$ cat src/design/complex_arithmetic_unit_core_macros.svh
// ----------------------------------------------------------------------------
// Complex arithmetic unit assertion macros
// Shared assertion helpers for the complex arithmetic unit.
// ----------------------------------------------------------------------------
`ifndef COMPLEX_ARITHMETIC_UNIT_CORE_MACROS_SVH
`define COMPLEX_ARITHMETIC_UNIT_CORE_MACROS_SVH

// Implication checked on every rising clock edge outside reset.
`define CAU_ASSERT_IMPL(label, clk, rst_n, ante, cons, msg) \
    label: assert property (@(posedge clk) disable iff (!rst_n) (ante) |-> (cons)) \
        else $error(msg);

// Next-cycle implication checked outside reset.
`define CAU_ASSERT_NEXT(label, clk, rst_n, ante, cons, msg) \
    label: assert property (@(posedge clk) disable iff (!rst_n) (ante) |=> (cons)) \
        else $error(msg);

`endif

$ cat src/design/cau_sat.sv
// ----------------------------------------------------------------------------
// Complex arithmetic unit saturation
// Clips one signed wide value to the part range.
// ----------------------------------------------------------------------------
module cau_sat #(
    parameter int IN_W   = 40,
    parameter int PART_W = 16
) (
    input  logic signed [IN_W-1:0]   value,
    output logic signed [PART_W-1:0] result,
    output logic                     clip
);
    localparam logic signed [IN_W-1:0] MAX_V =
        IN_W'(signed'({1'b0, {(PART_W-1){1'b1}}}));
    localparam logic signed [IN_W-1:0] MIN_V =
        IN_W'(signed'({1'b1, {(PART_W-1){1'b0}}}));

    always_comb
    begin
        if (value > MAX_V)
        begin
            result = {1'b0, {(PART_W-1){1'b1}}};
            clip   = 1'b1;
        end
        else if (value < MIN_V)
        begin
            result = {1'b1, {(PART_W-1){1'b0}}};
            clip   = 1'b1;
        end
        else
        begin
            result = value[PART_W-1:0];
            clip   = 1'b0;
        end
    end
endmodule

$ cat config.mk
export PLATFORM = sky130hd
export DESIGN_NAME = cau_sat
export DESIGN_NICKNAME = d
export VERILOG_FILES = /design/src/design/complex_arithmetic_unit_core_macros.svh /design/src/design/cau_sat.sv
export SDC_FILE = /design/constraint.sdc
export NUM_CORES = 1
export LEC_CHECK = 0
export BUFFER_PORTS_ARGS = -buffer_cell sky130_fd_sc_hd__buf_2
export CAP_MARGIN = 5
export CORE_MARGIN = 2
export CORE_UTILIZATION = 27
export DETAILED_ROUTE_END_ITERATION = 16
export PLACE_DENSITY = 0.87
export SLEW_MARGIN = 0
export SYNTH_ARGS = -nofsm -noshare
export SYNTH_HDL_FRONTEND = slang
export SYNTH_SLANG_ARGS = --single-unit
$ cat constraint.sdc
create_clock -name vclk -period 1.8
set_input_delay 0.27 -clock vclk [all_inputs]
set_output_delay 0.27 -clock vclk [all_outputs]
set_load 0.01 [all_outputs]
=== Word-level counts from Yosys, hierarchy flattened ===
Index checks and enable logic that the tools add are counted.

* Multiplexer cells: 4
* $lt $le $gt $ge: 2

{| class="wikitable"
|+ Operator list
! operator !! number
|-
| $gt A40 B16 Y1 const B || 1
|-
| $lt A40 B16 Y1 const B || 1
|-
| $mux W16 || 2
|-
| $mux W1 || 2
|}

* Bits of input ports: 40
* Register bits after elaboration: 0
* Logic and storage cells: 6

=== Depth between registers and ports, before layout ===
Gate-level depths: netlist of the first run.

* Depth in word-level cells: 3
* Depth in mapped cells: 5
* Mapped depth without buffers: 4

=== Worst setup path after synthesis of the first run ===
OpenSTA, ideal clock, no wires.

* Path type: input port to output port
* From: input port value[19]
* To: output port result[10]
* Arrival: 1.513 ns
* Cell stages on the path: 5
* Path slack: 0.017 ns
* Cell sequence: nand4_1 -> or4_4 -> nor3_4 -> buf_6 -> o2bb2ai_1

* Word-level cells in the longest chain between the ends: 3

{| class="wikitable"
|+ RTL lines
! element !! line !! source
|-
| start, declared || cau_sat.sv:9 || <nowiki>input logic signed [IN_W-1:0] value,</nowiki>
|-
| $lt A40 B16 Y1 || cau_sat.sv:25 || <nowiki>else if (value < MIN_V)</nowiki>
|-
| $mux W16 || cau_sat.sv:25 ||
|-
| $mux W16 (*) || cau_sat.sv:20 || <nowiki>if (value > MAX_V)</nowiki>
|-
| end, declared || cau_sat.sv:10 || <nowiki>output logic signed [PART_W-1:0] result,</nowiki>
|}

Every way passes the cells marked *; elsewhere a longest branch is shown, timed or not.

=== Final worst setup path of the first run ===
* From: input port value[19]
* To: output port result[9]

The elaborated chain is that of the path after synthesis.

==> results.cfg, run 1 <==
[run_status]
status = finished with violations
violations = setup timing

[setup_path]
cp-start-kind = primary input
worst-path-stages = 7
endpoint_kind = output port
critPathKind = primary input to output port
cp_top_family = simple AND/OR/NAND/NOR gates
crit_path_start = value[19]
worstPathMaxFanout = 16
cp.required_ns = 1.53
critPathMaxStageDelay_ns = 0.55
crit_buf_inv = 3
cp_cell_sequence = buf_2 -> nand4_1 -> or4_4 -> nor3_4 -> buf_12 -> o2bb2ai_1 -> buf_2
crit_arrival_ns = 1.59
crit_path_frequent_cell = buf_2
cpMaxStageDelayCell = or4_4

[detailed_routing]
drtIter0Drc = 3
avgRoutedWirePerCell_um = 11.3
routed_wl_um = 1380
drtAntennaViolNets = 0
vias_per_cell = 5.32
first_pass_iters = 4
drt_drc_violations_left = 0
vias = 649

[final_layout]
clockBufferCount = 0
layout-drive-gt1-share_pct = 57.0
seq_cells = 0
nFillCells = 133
nets = 149
ff_latch_area_um2 = 0
diodes = 0
syn2layout_area_growth_pct = 84.0
final_cell_area_um2 = 661

[yosys]
syn_area_um2 = 359
synth_cell_type_count = 10
netlist_instances = 54
synth_seq_area_share_pct = 0
yosys_warnings = 0
syn_avg_cell_area_um2 = 6.65
synth_nets = 94

[floorplan]
rows = 13
dieWidth_um = 40.5
core_um2 = 1270
start_util_pct = 28.3
fp.dieH_um = 40.5
ios = 57
die_area_um2 = 1640

[global_route]
grt_use_total_pct = 13.9
grt_max_degree = 19
grt.overflow.total = 0
grt_pass1_vias = 409
grt_antenna_before_repair = 0
grt_pass1_wl_um = 1650

[cts]
cts_setup_buffers = 0
postCtsResizedCells = 0

[power_and_ir_drop]
peakVddDrop_uv = 55.1
p_total_uw = 100
leakagePower_nw = 0.278
p_per_area_nw_per_um2 = 152

[sta]
grt_setup_unrepaired = yes
tightest_slew_ns = 0.482
post-route-period-util_pct = 103
max_freq_mhz = 539
drv_slew = 0
post-route-min-period_ns = 1.86
holdWs_ns = 0.845
finalHoldViolCount = 0
fin_ws_ns = -0.0563
relSlewSlack_pct = 67.8
setup_viol = 16
tns_ns = -0.638

[placed_design]
placed_cell_area_um2 = 661
port_buffers = 57
dp_slack_ns = -0.129
gp_congestion = 0.608
dp_hpwl_um = 1090

[run]
max_cap_viol_count = 0

[worst_hold_path]
holdPathStages = 3
hp-class = primary input to output port
min_from = value[10]
[routing by layer]
metal  vias up  track usage [%]  routed length [um]
met2        26             26.2                 693
met1       284             18.4                 595
met3         0                0                  86
met4         0                0                   0
met5         -                0                   0
li1        339                -                   -
[cell families after synthesis]
family | after synthesis | synth area share [%]
AND/OR/NAND/NOR | 32 | 53.7
AO/OA/AOI/OAI | 16 | 38.0
buffers and inverters | 6 | 8.36
[final timing paths]
path,end,slack (ns)
hold / removal,result[10],0.85
setup / recovery,result[9],-0.06
[per-stage QoR]
stage / std cells / utilization [%]
floorplan: 54 / -
CTS: 122 / 52.1
global route: 122 / 52.1
detailed placement: 122 / 52.1
finish: 122 / 52.1
global placement: 122 / 52.1
[tightest hold or removal path, stage by stage]
cell,delay [ns]
buf_2,0.09
o2bb2ai_1,0.10
buf_2,0.12
[cells in the mapped netlist, drive strengths merged]
master	n	share of area, %
nor3	17	27
o2bb2ai	15	37
nand4	7	12
nor4	6	10
clkbuf	5	5.2
a21oi	1	1.4
buf	1	3.1
nand2	1	1.0
or4	1	3.1
[power breakdown]
part / leakage [nW] / total (mW) / internal (mW) / switching (mW)
registers: 0 / 0 / 0 / 0
logic: 0.278 / 0.100 / 0.0502 / 0.0499
clock network: 0 / 0 / 0 / 0
total: 0.278 / 0.100 / 0.0502 / 0.0499
[repair_timing]
item,in CTS,in global routing
endpoints found under the setup margin,16,16
pin swaps,1,0
hold buffers,0,0
[layout make-up]
class              count  area, um2  area share [%]
multi-input cells     48        329            49.8
well taps             15       18.8            2.84
repair buffers        59        313            47.3
[cells in the final DEF (no fill, tap or decap), drive strengths merged]
cell type,Yosys,final
or4,1,1
o2bb2ai,15,15
buf,1,59
nand2,1,1
nor3,17,17
nand4,7,7
a21oi,1,1
nor4,6,6
No activity file was read; power rests on OpenSTA's default activity.
==> run 2: changes to the inputs <==
--- a/config.mk
+++ b/config.mk
@@ -6,8 +6,7 @@
 export NUM_CORES = 1
 export LEC_CHECK = 0
 export BUFFER_PORTS_ARGS = -buffer_cell sky130_fd_sc_hd__buf_2
-export CAP_MARGIN = 5
-export CORE_MARGIN = 2
+export CORE_MARGIN = 1
 export CORE_UTILIZATION = 27
 export DETAILED_ROUTE_END_ITERATION = 16
 export PLACE_DENSITY = 0.87
==> run 2 against run 1 <==
The run still ends with setup timing left. Final area up 1.1%. Global-route usage increased by 5.4 points. First-iteration DRC count is 67% higher. Wire length rose by 11%. Die area is 9.6% lower. Sequential cell count unchanged. Non-clock buffer count did not move. Critical path type unchanged. Largest power group unchanged.
==> results.cfg, run 2 (synthesis gave the netlist of run 1 again) <==
[sta]
setup_viol = 16
relSlewSlack_pct = 79.3
max_freq_mhz = 531
tightest_slew_ns = 0.308
finalHoldViolCount = 0
post-route-min-period_ns = 1.88
drv_slew = 0
fin_ws_ns = -0.0829
grt_setup_unrepaired = yes
post-route-period-util_pct = 105

[power_and_ir_drop]
combPwrFrac_pct = 100.0
power.internal_uw = 50.6
peakVddDrop_uv = 72.6
seqPwrFrac_pct = 0
p_sw_share_pct = 50.9
p_sw_uw = 52.5
p_total_uw = 103
pwr-share-clk_pct = 0
leakagePower_nw = 0.281
p_per_area_nw_per_um2 = 154

[global_route]
grt.overflow.total = 0
grt_pass1_vias = 555
grt_use_total_pct = 19.3
grt_max_degree = 19
grt_antenna_before_repair = 0
grt_pass1_wl_um = 2110

[cts]
cts.hold.buffers_added = 0
cts_setup_buffers = 0

[final_layout]
syn2layout_area_growth_pct = 86.1
nFillCells = 124
final_common_cell = buf_2
diodes = 0
ff_latch_area_um2 = 0
final_cell_mix = buf_2 (57), nor3_1 (16), o2bb2ai_1 (14)
clockBufferCount = 0
finish.utilization_pct = 57.1
layout-drive-gt1-share_pct = 58.9
nets = 149
seq_cells = 0
finalNonFillerCells = 121

[floorplan]
ios = 57
dieWidth_um = 38.5
start_util_pct = 30.7
die_area_um2 = 1480
rows = 12
fp.dieH_um = 38.5
core_um2 = 1170

[run]
max_cap_viol_count = 0

[detailed_routing]
avgRoutedWirePerCell_um = 12.6
first_pass_iters = 2
vias_per_cell = 5.56
drtIter0Drc = 5
drt_drc_violations_left = 0
routed_wl_um = 1520
drtAntennaViolNets = 0
vias = 673

[setup_path]
crit_arrival_ns = 1.61
critPathKind = primary input to output port
worstPathMaxFanout = 16
cp-start-kind = primary input
endpoint_kind = output port
cp.required_ns = 1.53

[run_status]
status = finished with violations
violations = setup timing

[placed_design]
port_buffers = 57
dp_hpwl_um = 1220
gp_congestion = 0.637
dp_cells = 121

[worst_hold_path]
holdPathStages = 3
hp-class = primary input to output port
-- run 2: path summary, 6_finish.rpt --
path	startpoint	end	slack, ns
min	value[12]	result[12]	0.85
max	value[19]	result[14]	-0.08
-- run 2: per-stage QoR --
stage | instance area [um2] | hold WS, ns | worst slack [ns] | setup TNS [ns]
global route | 668 | 0.866 | -0.153 | -2.11
global placement | 659 | 0.846 | -0.0969 | -1.37
finish | 668 | 0.849 | -0.0829 | -0.925
detailed placement | 659 | 0.851 | -0.138 | -1.90
CTS | 659 | 0.852 | -0.0711 | -0.843
floorplan | 359 | 0.682 | 0.0171 | 0
-- run 2: critical path, cell delays in order --
cell and delay [ns]:
buf_2 0.09, nand4_1 0.09, or4_4 0.55, nor3_4 0.16
buf_12 0.17, o2bb2ai_1 0.12, buf_2 0.15
-- run 2: power by group through the flow --
stage	Combinational, mW	Clock [mW]	Sequential (mW)
2_1_floorplan	0.0302	0	0
3_3_place_gp	0.0979	0	0
3_5_place_dp	0.102	0	0
4_1_cts	0.102	0	0
5_1_grt	0.113	0	0
6_report	0.103	0	0
-- run 2: layout make-up --
class | count | area (um2) | share of cell area [%]
multi-input combinational | 48 | 338 | 50.6
tap | 14 | 17.5 | 2.62
timing repair buffer | 59 | 313 | 46.8
-- run 2: timing repair --
| item | 4_1_cts | 5_1_grt |
|---|---|---|
| setup endpoints to repair | 16 | 16 |
| endpoints found under the hold margin | 0 | 0 |
| pin swaps | 1 | 0 |
| resized for setup | 0 | 2 |
-- run 2: layer usage --
metal / share of wire [%] / GRT usage (%) / vias up
met3: 2.9 / 0 / 2
li1: - / - / 343
met4: 1.1 / 2.59 / 0
met1: 39 / 20.6 / 303
met5: 0 / 0 / -
met2: 57 / 41.5 / 25
==> run 3: changes to the inputs <==
--- a/config.mk
+++ b/config.mk
@@ -6,10 +6,12 @@
 export NUM_CORES = 1
 export LEC_CHECK = 0
 export BUFFER_PORTS_ARGS = -buffer_cell sky130_fd_sc_hd__buf_2
+export CELL_PAD_IN_SITES_DETAIL_PLACEMENT = 0
+export CELL_PAD_IN_SITES_GLOBAL_PLACEMENT = 1
 export CORE_MARGIN = 1
-export CORE_UTILIZATION = 27
+export CORE_UTILIZATION = 15
 export DETAILED_ROUTE_END_ITERATION = 16
-export PLACE_DENSITY = 0.87
+export PLACE_DENSITY = 0.86
 export SLEW_MARGIN = 0
 export SYNTH_ARGS = -nofsm -noshare
 export SYNTH_HDL_FRONTEND = slang
==> run 3 against run 2 <==
The run still ends with setup timing left. Critical path depth did not move. Total power increased by 20%. Final cell count increased by 12%. Worst hold slack got worse by 0.0083 ns. Setup slack got worse by 0.022 ns. Sequential cell count did not move. First-iteration DRC count shrank 80%. Critical endpoint is now result[10]. Largest cell class unchanged.
==> results.cfg, run 3 (synthesis gave the netlist of run 1 again) <==
[run_status]
status = finished with violations
violations = setup timing

[placed_design]
port_buffers = 57
dp_hpwl_um = 1160
dp_cells = 135
gp_congestion = 0.639

[global_route]
grt.overflow.total = 0
grt_pass1_vias = 663
grt_max_degree = 19
grt_pass1_wl_um = 2540
grt_antenna_before_repair = 0
grt_use_total_pct = 11.9

[worst_hold_path]
hp-class = primary input to output port

[detailed_routing]
routed_wl_um = 1610
avgRoutedWirePerCell_um = 11.8
vias = 681
drtAntennaViolNets = 0
met3WireLength_um = 100
vias_per_cell = 5.01
met2RoutedLength_um = 819
wl_met1_um = 688
drt_drc_violations_left = 0
first_pass_iters = 4
maxUsedRoutingLayer = met3
drtIter0Drc = 1

[final_layout]
ff_latch_area_um2 = 0
seq_cells = 0
final_common_cell = buf_2
final_cell_mix = buf_2 (47), nor3_1 (16), buf_6 (12)
layout-drive-gt1-share_pct = 66.7
finalNonFillerCells = 136
nets = 150
clockBufferCount = 0
syn2layout_area_growth_pct = 130
diodes = 0
nFillCells = 254

[power_and_ir_drop]
leakagePower_nw = 0.332
peakVddDrop_uv = 75.0
p_per_area_nw_per_um2 = 149

[sta]
tightest_slew_ns = 0.429
holdWs_ns = 0.840
grt_setup_unrepaired = yes
finalHoldViolCount = 0
post-route-min-period_ns = 1.90
max_freq_mhz = 525
relSlewSlack_pct = 71.4
setup_viol = 16
post-route-period-util_pct = 106
drv_slew = 0
fin_ws_ns = -0.105

[setup_path]
worstPathMaxFanout = 8
cp-start-kind = primary input
cp.required_ns = 1.53
cp_top_family = simple AND/OR/NAND/NOR gates
cpMaxStageDelayCell = or4_4
endpoint_kind = output port
crit_path_frequent_cell = buf_6
cp_cell_sequence = buf_6 -> nand4_1 -> or4_4 -> nor3_4 -> buf_6 -> o2bb2ai_2 -> buf_2
critPathMaxStageDelay_ns = 0.55
crit_arrival_ns = 1.63
crit_buf_inv = 3
critPathKind = primary input to output port

[floorplan]
fp.dieH_um = 50.9
rows = 17
start_util_pct = 16.1
core_um2 = 2230
die_area_um2 = 2590
ios = 57
dieWidth_um = 50.9

[run]
max_cap_viol_count = 0
-- run 3: cell type report --
class                           instances  area, um2  share of cell area, %
Multi-Input combinational cell         48        413                   50.0
Timing Repair Buffer                   60        378                   45.8
Tap cell                               28       35.0                   4.24
-- run 3: layer usage --
layer  vias to the layer above  track usage [%]
met3                         0            0.595
li1                        344                -
met5                         -                0
met1                       304             12.7
met2                        33             25.9
met4                         0                0
-- run 3: repair_timing --
action | CTS | global route
endpoints found under the hold margin | 0 | 0
pin swaps | 3 | 5
hold buffers | 0 | 0
gates resized for setup | 9 | 16
setup endpoints to repair | 16 | 16
gates cloned | 1 | 0
buffers inserted | 2 | 0
-- run 3: worst paths after layout --
kind	depth (start not counted)	start	endpoint
worst max-delay path	7	value[19]	result[10]
worst min-delay path	3	value[4]	result[4]
-- run 3: tightest hold or removal path: stages --
cell	delay, ns
buf_2	0.08
o2bb2ai_1	0.09
buf_2	0.12
-- run 3: report_power, final --
part | internal (mW) | switching, mW | total, mW
Clock | 0 | 0 | 0
Combinational | 0.0668 | 0.0566 | 0.123
Sequential | 0 | 0 | 0
-- run 3: metrics by stage --
stage | power [mW] | TNS [ns] | cell area, um2 | util (%) | worst slack (ns)
finish | 0.123 | -1.30 | 826 | 37.0 | -0.105
detailed placement | 0.101 | -1.91 | 677 | 30.3 | -0.140
global route | 0.135 | -2.52 | 826 | 37.0 | -0.196
global placement | 0.0993 | -1.61 | 677 | 30.3 | -0.112
CTS | 0.108 | -1.58 | 764 | 34.2 | -0.108
floorplan | 0.0302 | 0 | 359 | - | 0.0171
